[src/rtl/lum_pkg.sv]
// ----------------------------------------------------------------------------
// lum_pkg: shared types and constants for the luma unsharp mask
// Widths, register indexes and the request record passed front to back.
// ----------------------------------------------------------------------------
package lum_pkg;
	localparam int DefMaxWidth = 8192;
	localparam int DefRadius   = 3;
	localparam int LineSlots   = 8;
	localparam int Taps        = 7;
	localparam logic [23:0] OutMaxQ = 24'd16776960;

	localparam logic [1:0] REG_WIDTH  = 2'd0;
	localparam logic [1:0] REG_HEIGHT = 2'd1;
	localparam logic [1:0] REG_GAIN   = 2'd2;

	localparam logic OP_PIXEL = 1'b0;
	localparam logic OP_DRAIN = 1'b1;

	typedef enum logic [1:0] {
		ST_IDLE,
		ST_ROW,
		ST_SUM,
		ST_FIN
	} back_st_t;

	// request from front to back: one pixel store and/or one result to compute
	typedef struct packed {
		logic        store;
		logic [15:0] red;
		logic [15:0] green;
		logic [15:0] blue;
		logic [15:0] in_row;
		logic [13:0] in_col;
		logic        emit;
		logic [15:0] out_row;
		logic [13:0] out_col;
		logic        last;
	} req_t;

	function automatic logic [23:0] luma_of(input logic [15:0] r, input logic [15:0] g,
		input logic [15:0] b);
		logic [33:0] s;
		begin
			s = 34'(r) * 34'd19595 + 34'(g) * 34'd38470 + 34'(b) * 34'd7471;
			luma_of = s[31:8];
		end
	endfunction
endpackage

[src/rtl/lum_front.sv]
// ----------------------------------------------------------------------------
// lum_front: input acceptance and position tracking
// Counts input and output raster positions, decides readiness, issues requests.
// ----------------------------------------------------------------------------
module lum_front import lum_pkg::*; #(
	parameter int MAX_WIDTH = DefMaxWidth
) (
	input  logic        clk,
	input  logic        arst_n,
	input  logic        cfg_we,
	input  logic [15:0] eff_w,
	input  logic [15:0] eff_h,
	input  logic        s_tvalid,
	output logic        s_tready,
	input  logic        op,
	input  logic [15:0] red,
	input  logic [15:0] green,
	input  logic [15:0] blue,
	output logic        req_valid,
	input  logic        req_ready,
	output req_t        req
);
	logic [15:0] in_col_q, in_row_q, out_col_q, out_row_q;
	logic        take, do_store, ready_out;
	logic [15:0] nic, nir;
	logic [15:0] need_r, need_c;
	logic        in_done;

	assign s_tready = req_ready;
	assign take     = s_tvalid && s_tready;
	assign in_done  = (in_row_q >= eff_h);
	assign do_store = (op == OP_PIXEL) && !in_done;

	always_comb begin
		nic = in_col_q;
		nir = in_row_q;
		if (do_store) begin
			if (in_col_q + 16'd1 >= eff_w) begin
				nic = '0;
				nir = in_row_q + 16'd1;
			end else begin
				nic = in_col_q + 16'd1;
			end
		end
		need_r = (32'(out_row_q) + 32'd3 < 32'(eff_h)) ? out_row_q + 16'd3 : eff_h - 16'd1;
		need_c = (32'(out_col_q) + 32'd3 < 32'(eff_w)) ? out_col_q + 16'd3 : eff_w - 16'd1;
		// need position strictly before the new input position
		ready_out = (out_row_q < eff_h) &&
			((need_r < nir) || ((need_r == nir) && (need_c < nic)));
	end

	always_comb begin
		req.store   = do_store;
		req.red     = red;
		req.green   = green;
		req.blue    = blue;
		req.in_row  = in_row_q;
		req.in_col  = in_col_q[13:0];
		req.emit    = ready_out;
		req.out_row = out_row_q;
		req.out_col = out_col_q[13:0];
		req.last    = (out_row_q == eff_h - 16'd1) && (out_col_q == eff_w - 16'd1);
	end
	assign req_valid = s_tvalid && (do_store || ready_out);

	always_ff @(posedge clk or negedge arst_n) begin
		if (!arst_n) begin
			in_col_q  <= '0;
			in_row_q  <= '0;
			out_col_q <= '0;
			out_row_q <= '0;
		end else if (cfg_we) begin
			in_col_q  <= '0;
			in_row_q  <= '0;
			out_col_q <= '0;
			out_row_q <= '0;
		end else if (take) begin
			in_col_q <= nic;
			in_row_q <= nir;
			if (ready_out) begin
				if (req.last) begin
					in_col_q  <= '0;
					in_row_q  <= '0;
					out_col_q <= '0;
					out_row_q <= '0;
				end else if (out_col_q + 16'd1 >= eff_w) begin
					out_col_q <= '0;
					out_row_q <= out_row_q + 16'd1;
				end else begin
					out_col_q <= out_col_q + 16'd1;
				end
			end
		end
	end

	localparam int MW = MAX_WIDTH;
	assert property (@(posedge clk) disable iff (!arst_n)
		32'(in_col_q) < MW || in_col_q == 16'd0)
		else $error("input column beyond line length");
	assert property (@(posedge clk) disable iff (!arst_n)
		req_valid |-> s_tvalid)
		else $error("request without input");
	assert property (@(posedge clk) disable iff (!arst_n)
		(take && req.emit && req.last && !cfg_we) |=> (out_row_q == 16'd0 && in_row_q == 16'd0))
		else $error("frame end did not restart positions");
endmodule

[config.mk]
export PLATFORM = sky130hd
export DESIGN_NAME = lum_front
export DESIGN_NICKNAME = d
export VERILOG_FILES = /design/src/rtl/lum_pkg.sv /design/src/rtl/lum_front.sv
export SDC_FILE = /design/constraint.sdc
export NUM_CORES = 1
export LEC_CHECK = 0
export BUFFER_PORTS_ARGS = -buffer_cell sky130_fd_sc_hd__buf_2
export CORE_AREA = 2 2 131 133
export CTS_CLUSTER_DIAMETER = 30
export DETAILED_ROUTE_END_ITERATION = 16
export DIE_AREA = 0 0 133 135
export GPL_ROUTABILITY_DRIVEN = 0
export PLACE_DENSITY = 0.87
export SYNTH_ARGS = -nofsm -noshare
export SYNTH_HDL_FRONTEND = slang
export SYNTH_SLANG_ARGS = --single-unit
export TNS_END_PERCENT = 10
[constraint.sdc]
create_clock -name clk -period 9.56 [get_ports clk]
set_input_delay 0.478 -clock clk [delete_from_list [all_inputs] [get_ports clk]]
set_output_delay 0.478 -clock clk [all_outputs]
set_load 0.01 [all_outputs]
==> metrics list <==
* Status: completed
- The post-route netlist has 12.9% of its cells at a drive strength greater than 1.
* Total CTS buffers: 9
- RSZ-0062 raised after global routing: no
- Most frequent standard cell in the layout excluding fill and tap cells: sky130_fd_sc_hd__ha_1
- Finished Cell Area: 10300 sq um
- Area Growth Syn to Fin: 2.48%
- The worst pin sits at a relative slew slack of 22.6%.
* Count of endpoints failing hold in the final timing report: 0
* Power density normalized to cell area: 81.6 nW/um^2
* CP bufs+invs: 1
- Summed over all layers, the global routing overflow is 0.
- Global routing usage on met3: 6.23%
- Largest incremental delay on the critical path: 0.72 ns
- The number of global-route vias before repair came to 9380.
- Power, Total: 0.000838 W
- Hold Worst Slack: 0.309 ns
* Average wire per cell in the routed design: 20.0 um
* Crit path max-delay cell type: sky130_fd_sc_hd__nor4bb_1
* TritonCTS clock tree: built
- Crit-path max FO: 18
- Post-DP HPWL: 23.5 mm
- Width of the die: 133 um
- Largest voltage drop on the vdd net: 0.0866 mV
- Maximum achievable frequency: 0.119 GHz
* ANT nets after route: 0
- Post-CTS setup buffers: 0
* Type of the setup path with the least slack: reg2out
- For this run, the leading register cell type out of synthesis is sky130_fd_sc_hd__dfrtp_1.
- Worst reg-to-reg setup slack: 1.25 ns
- Setup tns final: 0 ns
- Final Core Density: 62.6%
- Clock transition at the registers of the reported paths: 0.06 ns
- Final worst clock skew: 0.00498 ns
* Sort of element at the start of the critical path: register
- Number of input and output port buffers inserted: 102
- The floorplan step defined a die boundary enclosing 18000 sq um.
- In this run the vertical extent of the chip is 135 um.
* Met2 Use GR: 54.4%
- The initial antenna violation count is 0.
* Synth async-reset ratio: 100%
* H-tree levels: 3
- 199 I/O pins were placed.
- Total count of max-transition violations in the final report: 0
* Post-Syn Instances: 1297
- HP Class: in2async
- Number of distinct standard cells referenced by the synthesized netlist: 81
- No sink is reached through more buffers than the 2 on the longest clock path.
- The top cell type by area accounts for 16.7% of the synthesized area.
* Final min period: 8.41 ns
* Dominant cells by area after synthesis: sky130_fd_sc_hd__ha_1, sky130_fd_sc_hd__dfrtp_1, sky130_fd_sc_hd__xnor2_1
- Max_cap viols: 0
- Using the TritonRoute via totals, the vias-per-cell ratio works out to 6.61.
- Before antenna repair, the detailed router went through 6 iterations.
* Final wirelength: 29.9 mm
- Final cycle utilization of the critical path: 88.0%
- Post-synth top area cell: sky130_fd_sc_hd__ha_1
* Busiest layer in global routing: met2
* Clk Latency, worst-skew pair: 0.35 ns
- For this block, the via count after detailed routing is 9861.
- Number of rows in the core area: 47
- Entering global routing, the biggest net connects 65 pins.
* Met1 Usage GRT: 42.1%
* Clk sinks: 64
- The worst setup path is captured at an output pin.
- Dpl cell area: 9960 sq um
- In the layout the commonest cells are sky130_fd_sc_hd__ha_1, sky130_fd_sc_hd__nand2_1, sky130_fd_sc_hd__buf_2.
- Clock Root Buffer: sky130_fd_sc_hd__clkbuf_16
- For the worst setup path, the data arrival time is 7.94 ns.
- Nets in the synthesized netlist: 1517
- Register area: 1600 sq um
* Wire length of the first global-routing pass: 47.7 mm
- Area of the mapped netlist: 10000 sq um
- For this run, design rule violations remaining after detail routing come to 0.
- Yosys printed 0 warnings.
- Synthesized area per cell: 7.73 sq um
- Final Net Count: 1487
- Number of DRC markers in iteration 0: 1172
- Across every metal layer, demand over resource in global routing totals 33.3%.
* Crit path top cell by count: sky130_fd_sc_hd__and3_1
* Number of buffers inserted by hold repair at cts: 0
- Setup violations remaining at the end of the flow were counted as 0.
- Antenna diode instance count: 0
- Cell leakage power: 4.88 nW
- Post-cts sizing count: 0
- Floorplan core area: 16400 sq um
- Once the floorplan was initialized, standard cells occupied 61.1% of the core.
* Category of cells accounting for the largest share of critical-path delay: simple AND/OR/NAND/NOR gates
* # fillers: 1426
* Number of enable flip-flop cells after synthesis: 0
- Measured slew at the worst slew-check pin: 1.15 ns
- Summing all multi-input logic gate instances after layout gives 7290 sq um.
* Worst Path Required: 9.08 ns
* Part of the Yosys area used for sequential elements: 16.0%
- Flip-flop and latch count after synthesis: 64
registers in the layout, indices dropped and copies added (netlist names):
signal and count:
out_row_q 16, in_col_q 16, in_row_q 16, out_col_q 16
worst register-to-register path, delay by kind of cell (launching register included):
kind / cells / cell delay [ns]
AOI/OAI and AO/OA: 6 / 2.15
xor gates and xnor gates: 1 / 0.16
and+or+nand+nor: 17 / 4.84
adders and majority gates: 2 / 0.63
DFF: 1 / 0.47
area by class of cell:
class | count | share of cell area, %
inverters | 66 | 2.41
clock buffers | 14 | 2.76
clock inverters | 2 | 0.341
repair buffers | 106 | 5.26
flip-flops and latches | 64 | 15.6
well taps | 220 | 2.68
multi-input cells | 1020 | 71.0
power by group:
part / total (W) / switching (W) / internal (W)
Sequential: 0.000285 / 0.0000114 / 0.000274
Combinational: 0.000195 / 0.000126 / 0.0000687
Clock: 0.000358 / 0.000128 / 0.000230
synthesized netlist by cell type, types with 15 or more instances:
master,count
sky130_fd_sc_hd__a31oi_1,15
sky130_fd_sc_hd__a21oi_1,60
sky130_fd_sc_hd__nor4_1,19
sky130_fd_sc_hd__xor2_1,33
sky130_fd_sc_hd__buf_4,82
sky130_fd_sc_hd__o21ai_0,92
sky130_fd_sc_hd__dfrtp_1,64
sky130_fd_sc_hd__clkbuf_1,42
sky130_fd_sc_hd__xnor2_1,79
sky130_fd_sc_hd__nor3_1,25
sky130_fd_sc_hd__nor2_1,63
sky130_fd_sc_hd__inv_1,66
sky130_fd_sc_hd__buf_2,15
sky130_fd_sc_hd__nand4_1,32
sky130_fd_sc_hd__and2_1,19
sky130_fd_sc_hd__nand2_1,130
sky130_fd_sc_hd__a21o_1,26
sky130_fd_sc_hd__ha_1,134
sky130_fd_sc_hd__nand3_1,53
sky130_fd_sc_hd__and3_1,21
layer usage:
| layer | up-vias | part of all wire (%) |
|---|---|---|
| li1 | 4560 | - |
| met1 | 4533 | 39 |
| met2 | 642 | 46 |
| met3 | 126 | 10 |
| met4 | 0 | 4.8 |
| met5 | - | 0 |
final timing paths:
| path | end | depth (start not counted) | start |
|---|---|---|---|
| max in group asynchronous | in_row_q[13] | 2 | arst_n |
| max reg2reg | out_row_q[10] | 26 | in_col_q[2] |
| min | out_row_q[7] | 2 | arst_n |
| min reg2reg | in_col_q[15] | 2 | in_col_q[15] |
| min in group clk | in_col_q[15] | 2 | in_col_q[15] |
| max | req_valid | 26 | in_col_q[2] |
per-stage QoR:
stage,instances,setup WS (ns)
global placement,1476,1.91
CTS,1492,1.34
floorplan,1297,3.31
detailed placement,1476,1.49
global route,1492,0.490
finish,1492,1.15
kinds of logic after synthesis:
group | Yosys count | share of synthesized area (%)
adders and majority gates | 134 | 16.7
DFF | 64 | 16.0
muxes | 24 | 2.56
AOI/OAI and AO/OA | 296 | 19.0
and+or+nand+nor | 451 | 23.8
buffers and inverters | 213 | 11.4
xor gates and xnor gates | 115 | 10.5
No activity file was read; power rests on OpenSTA's default activity.
