===== src/rtl/lum_pkg.sv =====
// ----------------------------------------------------------------------------
// lum_pkg: shared types and constants for the luma unsharp mask
// Widths, register indexes and the request record passed front to back.
// ----------------------------------------------------------------------------
package lum_pkg;
	localparam int DefMaxWidth = 8192;
	localparam int DefRadius   = 3;
	localparam int LineSlots   = 8;
	localparam int Taps        = 7;
	localparam logic [23:0] OutMaxQ = 24'd16776960;

	localparam logic [1:0] REG_WIDTH  = 2'd0;
	localparam logic [1:0] REG_HEIGHT = 2'd1;
	localparam logic [1:0] REG_GAIN   = 2'd2;

	localparam logic OP_PIXEL = 1'b0;
	localparam logic OP_DRAIN = 1'b1;

	typedef enum logic [1:0] {
		ST_IDLE,
		ST_ROW,
		ST_SUM,
		ST_FIN
	} back_st_t;

	// request from front to back: one pixel store and/or one result to compute
	typedef struct packed {
		logic        store;
		logic [15:0] red;
		logic [15:0] green;
		logic [15:0] blue;
		logic [15:0] in_row;
		logic [13:0] in_col;
		logic        emit;
		logic [15:0] out_row;
		logic [13:0] out_col;
		logic        last;
	} req_t;

	function automatic logic [23:0] luma_of(input logic [15:0] r, input logic [15:0] g,
		input logic [15:0] b);
		logic [33:0] s;
		begin
			s = 34'(r) * 34'd19595 + 34'(g) * 34'd38470 + 34'(b) * 34'd7471;
			luma_of = s[31:8];
		end
	endfunction
endpackage


===== src/rtl/lum_queue.sv =====
// ----------------------------------------------------------------------------
// lum_queue: short request queue between front and back
// Two-entry FIFO, registered storage.
// ----------------------------------------------------------------------------
module lum_queue import lum_pkg::*; (
	input  logic clk,
	input  logic arst_n,
	input  logic in_valid,
	output logic in_ready,
	input  req_t in_req,
	output logic out_valid,
	input  logic out_ready,
	output req_t out_req
);
	req_t       mem_q [2];
	logic       wp_q, rp_q;
	logic [1:0] cnt_q;
	logic       push, pop;

	assign in_ready  = (cnt_q != 2'd2);
	assign out_valid = (cnt_q != 2'd0);
	assign out_req   = mem_q[rp_q];
	assign push = in_valid && in_ready;
	assign pop  = out_valid && out_ready;

	always_ff @(posedge clk) begin
		if (push) mem_q[wp_q] <= in_req;
	end

	always_ff @(posedge clk or negedge arst_n) begin
		if (!arst_n) begin
			wp_q  <= 1'b0;
			rp_q  <= 1'b0;
			cnt_q <= '0;
		end else begin
			if (push) wp_q <= ~wp_q;
			if (pop) rp_q <= ~rp_q;
			cnt_q <= cnt_q + 2'(push) - 2'(pop);
		end
	end

	assert property (@(posedge clk) disable iff (!arst_n) cnt_q <= 2'd2)
		else $error("queue count overflow");
	assert property (@(posedge clk) disable iff (!arst_n)
		(push && !pop) |=> (cnt_q == $past(cnt_q) + 2'd1))
		else $error("queue count not advanced");
	assert property (@(posedge clk) disable iff (!arst_n)
		(pop && !push) |=> (cnt_q == $past(cnt_q) - 2'd1))
		else $error("queue count not reduced");
endmodule


===== config.mk =====
export PLATFORM = sky130hd
export DESIGN_NAME = lum_queue
export DESIGN_NICKNAME = d
export VERILOG_FILES = /design/src/rtl/lum_pkg.sv /design/src/rtl/lum_queue.sv
export SDC_FILE = /design/constraint.sdc
export NUM_CORES = 1
export LEC_CHECK = 0
export ABC_AREA = 1
export BUFFER_PORTS_ARGS = -buffer_cell sky130_fd_sc_hd__buf_2
export CAP_MARGIN = 15
export CORE_ASPECT_RATIO = 0.75
export CORE_UTILIZATION = 46
export DETAILED_ROUTE_END_ITERATION = 10
export PLACE_DENSITY_LB_ADDON = 0.15
export SLEW_MARGIN = 10
export SYNTH_ARGS = -nofsm -noshare
export SYNTH_HDL_FRONTEND = slang
export SYNTH_SLANG_ARGS = --single-unit
export TNS_END_PERCENT = 50

===== constraint.sdc =====
create_clock -name clk -period 5.4 [get_ports clk]
set_input_delay 0.27 -clock clk [delete_from_list [all_inputs] [get_ports clk]]
set_output_delay 0.27 -clock clk [all_outputs]
set_load 0.02 [all_outputs]

==> summary.md, run 1 <==
| Metric | Value |
|---|---|
| Fraction of final layout cells sized beyond drive strength 1 | `28.09%` |
| Yosys top cell by area | `edfxtp_1` |
| Vias post-DR | `5599` |
| Synthesized-area fraction occupied by ao, oa, aoi and oai cells | `0%` |
| Cell leakage power | `0.005024 uW` |
| Setup Skew | `13.94 ps` |
| Synth Net Count | `729` |
| Setup repair after global routing missed its margin | `false` |
| Setup crit end kind | `primary output` |
| Global route total overflow | `0` |
| Final hold viol count | `0` |
| Adder-cell share of the synthesized area | `0.3001%` |
| Area of the die | `18670 sq um` |
| Cell types with the largest area share after synthesis | `edfxtp_1 80%, nand2_1 16%, buf_6 1.4%` |
| Mux share of post-synthesis cell area | `0%` |
| Reg2Reg Launch Point | `wp_q$_DFFE_PN0N_` |
| Slew of the pin with the lowest slew margin | `1005 ps` |
| Clock tree from TritonCTS | `yes` |
| Count of input and output buffers | `227` |
| Area share of and/or/nand/nor cells after synthesis | `15.80%` |
| Fin crit period | `2728 ps` |
| HPWL Detailed | `10520 um` |
| Run status | `finished clean` |
| Relative slew margins | `32.99%` |
| Count of endpoints failing setup in the final report | `0` |
| Area grow syn2layout | `39.36%` |
| Synthesized area per cell | `13.62 sq um` |
| Post-Layout Cell Count | `1214` |
| DR WL/cell | `14.84 um` |
| Pins Over Slew Limit | `0` |
| Starting utilization of the core area | `47.08%` |
| Number of antenna violations at the first check in global routing | `0` |
| Period utilization | `50.51%` |
| Post-detailed-route count of antenna-violating nets | `0` |
| Main combinational cell family by area after synthesis | `simple AND/OR/NAND/NOR gates` |
| Nets | `1073` |
| Number of library cell types mapped by synthesis | `11` |
| Type of element launching the critical path | `flop` |
| Detailed-route wire length | `18020 um` |
| Cell count after placement | `1060` |
| Filler Cells Inserted | `1324` |
| Number of vias per cell after detailed routing | `4.612` |
| Flip-flop and latch count after synthesis | `226` |
| Remaining DRCs | `0` |
| DR iter-0 viols | `305` |
| Gates resized, CTS repair | `0` |
| Worst setup path category | `reg2out` |
| Aggregate global-route resource usage | `19.27%` |
| CORE AREA | `17710 sq um` |
| GPL Wtd Cong | `0.8042` |
| Clock Sinks | `226` |
| Sequential share of the synthesized area | `81.15%` |
| Sequential cell area in the final layout | `6770 sq um` |
| Yosys warnings | `0` |
| Vias in the first global route | `5745` |
| Worst Hold Slack | `61.50 ps` |
| Cts-stage hold buffer count | `112` |
| Required time at the endpoint of the critical path | `5130 ps` |
| Global-route wire length before repair | `27810 um` |
| CP startpoint | `rp_q$_DFFE_PN0P_` |
| Cell at the root of the clock tree | `clkbuf_16` |
| Worst voltage drop across the vdd grid | `0.3038 mV` |
| Post-Synthesis Cells | `612` |
| Footprint of the multi-input gates | `1350 sq um` |
| Htree depth | `1` |
| Parity-gate share of the synthesized area counting xor and xnor cells | `0%` |
| DRT Pass-1 Iters | `4` |
| Maximum number of pins on one net before global-route repair | `113` |
| Inserted Diodes | `0` |
| Total Neg Setup Slack | `0 ps` |
| Clock latency reported for the late side of the worst-skew pair | `500 ps` |
| CTS clk-pin slew, worst paths | `60 ps` |
| Power per cell area | `553.4 nW/um^2` |
| Max capacitance violation total | `0` |
| I/O Pins | `228` |
| Worst Hold Class | `in2reg` |
| Total standard cell area after synthesis | `8338 sq um` |
| Floorplan die width | `157.5 um` |
| Synth top area share | `79.95%` |
| Hold path start | `out_ready` |
| Inserted Clock Buffers | `23` |
| Die extent in y | `118.6 um` |
| Deepest clock path buffer count | `3` |
| Total number of placement rows | `42` |
| Maximum achievable frequency | `0.3666 GHz` |
| Post-CTS setup buffer count | `0` |
| Critical path arrival | `2460 ps` |
| Critical Path Fanout Max | `72` |
==> per-stage QoR <==
stage / utilization (%) / area [sq um] / worst slack, ps / power (uW)
final: 65.61 / 11620 / 2672 / 6430
after floorplan: - / 8341 / 1352 / 3985
after global routing: 65.61 / 11620 / 2513 / 6775
after global placement: 54.37 / 9628 / 3020 / 4606
after CTS: 65.46 / 11590 / 2493 / 6478
after detailed placement: 54.37 / 9628 / 2940 / 4655
==> worst max-delay path: stages (launching register included) <==
cell,delay (ps)
dfrtp_4,780
buf_4,740
nand2_1,140
nand2_1,120
buf_2,170
==> power breakdown <==
group / switching (uW) / leakage (uW) / internal (uW)
clock network: 637 / 0.000416 / 1110
registers: 141 / 0.00211 / 2400
logic: 1530 / 0.00250 / 616
==> logic make-up (layout without fill, tap and decap cells) <==
family	Yosys count	in the layout
adders and majority gates	2	2
buffers and inverters	34	394
DFF	226	226
and+or+nand+nor	350	350
==> sequential cells by signal (all words and copies together), names as in the netlist <==
signal,count
wp_q,1
cnt_q,2
rp_q,1
mem_q,222
==> cells in the mapped netlist <==
library cell,n
buf_6,10
ha_1,2
inv_4,1
dfrtp_1,4
buf_4,2
nand3_1,3
buf_2,13
inv_1,8
nand2_1,346
nor2_1,1
edfxtp_1,222
==> per-layer routing <==
metal | global-route usage, % | part of all wire [%] | up-vias
li1 | - | - | 2750
met1 | 23.63 | 41 | 2668
met2 | 33.85 | 51 | 160
met3 | 4.840 | 6.3 | 21
met4 | 4.854 | 1.7 | 0
met5 | 0 | 0 | -
==> cells in the final DEF (no fill, tap or decap), drive strengths merged <==
cell type and n:
bufinv 7, dlygate4sd3 112, nand2 346, buf 232, dfrtp 4, ha 2, clkbuf 24, nand3 3
clkinv 9, edfxtp 222, inv 10, nor2 1
==> final timing paths <==
kind	endpoint	slack (ps)	cells after the start
max	out_req[69]	2670	4
min	rp_q$_DFFE_PN0P_	60	3
min reg2reg	cnt_q[0]$_DFF_PN0_	530	1
max in group asynchronous	rp_q$_DFFE_PN0P_	5150	2
min in group asynchronous	rp_q$_DFFE_PN0P_	110	2
max reg2reg	mem_q[0][42]$_DFFE_PP_	2930	4
==> final cells by class <==
type                            instances  area share (%)
Clock buffer                           24           4.985
Clock inverter                         17           2.272
Inverter                                9          0.3338
Multi-Input combinational cell        352           11.62
Sequential cell                       226           58.26
Tap cell                              242           2.606
Timing Repair Buffer                  344           19.92
No activity file was read; power rests on OpenSTA's default activity.
==> run 2, diff against run 1 <==
==> constraint.sdc (replaced) <==
create_clock -name clk -period 2.39 [get_ports clk]
set_input_delay 0.1195 -clock clk [delete_from_list [all_inputs] [get_ports clk]]
set_output_delay 0.1195 -clock clk [all_outputs]
set_load 0.02 [all_outputs]
==> summary.md, run 2 (synthesis gave the netlist of run 1 again) <==
| Metric | Value |
|---|---|
| Run status | `finished clean (unchanged)` |
| Leading cell type in the layout, fill and taps excluded | `nand2_1 (unchanged)` |
| Critical-path cell list | `inv_4 > buf_12 > nand2_1 > nand2_1 > buf_2 (was buf_4 > nand2_1 > nand2_1 > buf_2)` |
| Die extent in y | `118.6 um (unchanged)` |
| Fraction of final layout cells sized beyond drive strength 1 | `27.96% (was 28.09%)` |
| Remaining DRCs | `0 (unchanged)` |
| Floorplan die width | `157.5 um (unchanged)` |
| Number of antenna violations at the first check in global routing | `0 (unchanged)` |
| Fin area | `11590 sq um (was 11620 sq um)` |
| Global-route wire length before repair | `28030 um (was 27810 um)` |
| Final standard cell utilization of the core | `65.46% (was 65.61%)` |
| Final hold viol count | `0 (unchanged)` |
| Cell at the root of the clock tree | `clkbuf_16 (unchanged)` |
| Clock latency reported for the late side of the worst-skew pair | `480 ps (was 500 ps)` |
| Max capacitance violation total | `0 (unchanged)` |
| Setup crit end kind | `primary output (unchanged)` |
| Nets | `1083 (was 1073)` |
| Vias in the first global route | `5797 (was 5745)` |
| Required time at the endpoint of the critical path | `2270 ps (was 5130 ps)` |
| Sequential group share of total power | `40.7% (was 39.5%)` |
| Global route total overflow | `0 (unchanged)` |
| Critical path arrival | `1890 ps (was 2460 ps)` |
| Relative contribution of combinational cells to total power | `36.9% (was 33.3%)` |
| Post-detailed-route count of antenna-violating nets | `0 (unchanged)` |
| Worst Hold Slack | `355.0 ps (was 61.50 ps)` |
| Setup Skew | `4.591 ps (was 13.94 ps)` |
| Htree depth | `1 (unchanged)` |
| Cell count after placement | `1068 (was 1060)` |
| GPL Wtd Cong | `0.7503 (was 0.8042)` |
| Pins Over Slew Limit | `0 (unchanged)` |
| Total Neg Setup Slack | `0 ps (unchanged)` |
| Buffers & Inverters on Critical Path | `3 (was 2)` |
| Cell leakage power | `0.004994 uW (was 0.005024 uW)` |
| Inserted Clock Buffers | `23 (unchanged)` |
| Commonest cells after routing, fill and taps aside | `344 x nand2_1, 227 x buf_2, 222 x edfxtp_1 (was 346 x nand2_1, 227 x buf_2, 222 x edfxtp_1)` |
| Detailed-route wire length | `17900 um (was 18020 um)` |
| Period utilization | `84.22%` |
| CTS clk-pin slew, worst paths | `60 ps (about the same)` |
| Type of element launching the critical path | `flop (unchanged)` |
| Gates resized, CTS repair | `0 (unchanged)` |
| Net switching share of the total power | `36.99% (was 35.81%)` |
| Critical Path Fanout Max | `112 (was 72)` |
| DR iter-0 viols | `299 (was 305)` |
| Post-detailed-placement cell area | `9797 sq um (was 9628 sq um)` |
| Highest cell delay on the worst timing path | `500 ps (was 780 ps)` |
| Cell-internal power | `8692 uW (was 4128 uW)` |
| HPWL Detailed | `10310 um (was 10520 um)` |
| R2R depth | `4 (unchanged)` |
| Power per cell area | `1190 nW/um^2 (was 553.4 nW/um^2)` |
| Slew of the pin with the lowest slew margin | `557.2 ps (was 1005 ps)` |
| Relative slew margins | `62.77% (was 32.99%)` |
| Count of endpoints failing setup in the final report | `0 (unchanged)` |
| Vias post-DR | `5611 (was 5599)` |
| Part of the power in the clock network | `22.4% (was 27.2%)` |
| Area of the die | `18670 sq um (unchanged)` |
| WHS Path Cells | `2 (was 3)` |
| Maximum number of pins on one net before global-route repair | `113 (unchanged)` |
| Worst voltage drop across the vdd grid | `0.8678 mV (was 0.3038 mV)` |
| Fin crit period | `2013 ps` |
| Maximum achievable frequency | `0.4968 GHz` |
| Inserted Diodes | `0 (unchanged)` |
| Deepest clock path buffer count | `3 (unchanged)` |
| Stages on worst setup path | `5 (was 4)` |
| Aggregate global-route resource usage | `19.39% (was 19.27%)` |
| Setup repair after global routing missed its margin | `false (unchanged)` |
| I/O Pins | `228 (unchanged)` |
| Total number of placement rows | `42 (unchanged)` |
| Flip-flop count of the largest register, all copies and words added | `222 (unchanged)` |
| Highest-delay cell along the critical path | `dfrtp_4 (unchanged)` |
| Clock Sinks | `226 (unchanged)` |
| Count of input and output buffers | `227 (unchanged)` |
| Post-CTS setup buffer count | `0 (unchanged)` |
| DR WL/cell | `14.64 um (was 14.84 um)` |
| Most flop-heavy register | `mem_q (unchanged)` |
| Worst Hold Class | `in2reg (unchanged)` |
| DRT Pass-1 Iters | `4 (unchanged)` |
| Crit-path most repeated cell | `nand2_1 (unchanged)` |
| Post-Layout Cell Count | `1222 (was 1214)` |
| CORE AREA | `17710 sq um (unchanged)` |
| Number of vias per cell after detailed routing | `4.592 (was 4.612)` |
| Worst setup path category | `reg2out (unchanged)` |
| Psw | `5103 uW (was 2303 uW)` |
| Area grow syn2layout | `39.03% (was 39.36%)` |
| Clock tree from TritonCTS | `yes (unchanged)` |
| Starting utilization of the core area | `47.08% (unchanged)` |
| Top flop regs | `mem_q x222, cnt_q x2 (unchanged)` |
| Family with the most delay on the worst path | `buffers and inverters (unchanged)` |
run 2: layer usage:
layer | vias to the layer above | share of wire [%] | global-route usage, %
li1 | 2766 | - | -
met1 | 2655 | 42 | 23.21
met2 | 167 | 50 | 34.71
met3 | 23 | 6.2 | 4.730
met4 | 0 | 1.8 | 5.097
met5 | - | 0 | 0
run 2: final timing paths:
kind	start	end	slack, ps
worst max-delay path	rp_q$_DFFE_PN0P_	out_req[92]	380
worst min-delay path	in_req[46]	mem_q[0][46]$_DFFE_PP_	350
worst min register to register	wp_q$_DFFE_PN0N_	wp_q$_DFFE_PN0N_	500
worst max register to register	cnt_q[1]$_DFF_PN0_	mem_q[1][3]$_DFFE_PP_	750
max in group asynchronous	arst_n	rp_q$_DFFE_PN0P_	1630
min in group asynchronous	arst_n	cnt_q[0]$_DFF_PN0_	560
run 2: layout make-up:
cell class                 instances  area [sq um]
clock buffer                      29         598.1
clock inverter                    10         46.29
fill                            1332          6117
inverter                           9         40.04
multi-input combinational        352          1370
sequential                       226          6770
tap                              242         302.8
timing repair buffer             354          2465
run 2: worst register-to-register path: stages (launching register included):
cell and delay [ps]:
dfrtp_1 420, nand2_4 100, nand2_4 60, nor2_4 460, buf_12 280
run 2: what timing repair did:
action / in CTS / in global routing
hold buffers: 115 / 0
hold endpoints to repair: 228 / 0
endpoints found under the setup margin: 0 / 0
run 2: power groups by stage:
stage                     registers, uW  clock network (uW)  logic (uW)
after global routing               5680                3340        5600
after CTS                          5610                3170        5140
final                              5610                3090        5090
after floorplan                    5680                   0        3320
after global placement             5660                   0        4910
after detailed placement           5690                   0        4980
run 2: through the flow:
stage	power [uW]	setup slack [ps]
global route	14620	260.5
CTS	13930	361.7
global placement	10570	737.0
floorplan	8997	-267.6
finish	13790	377.1
detailed placement	10680	689.5
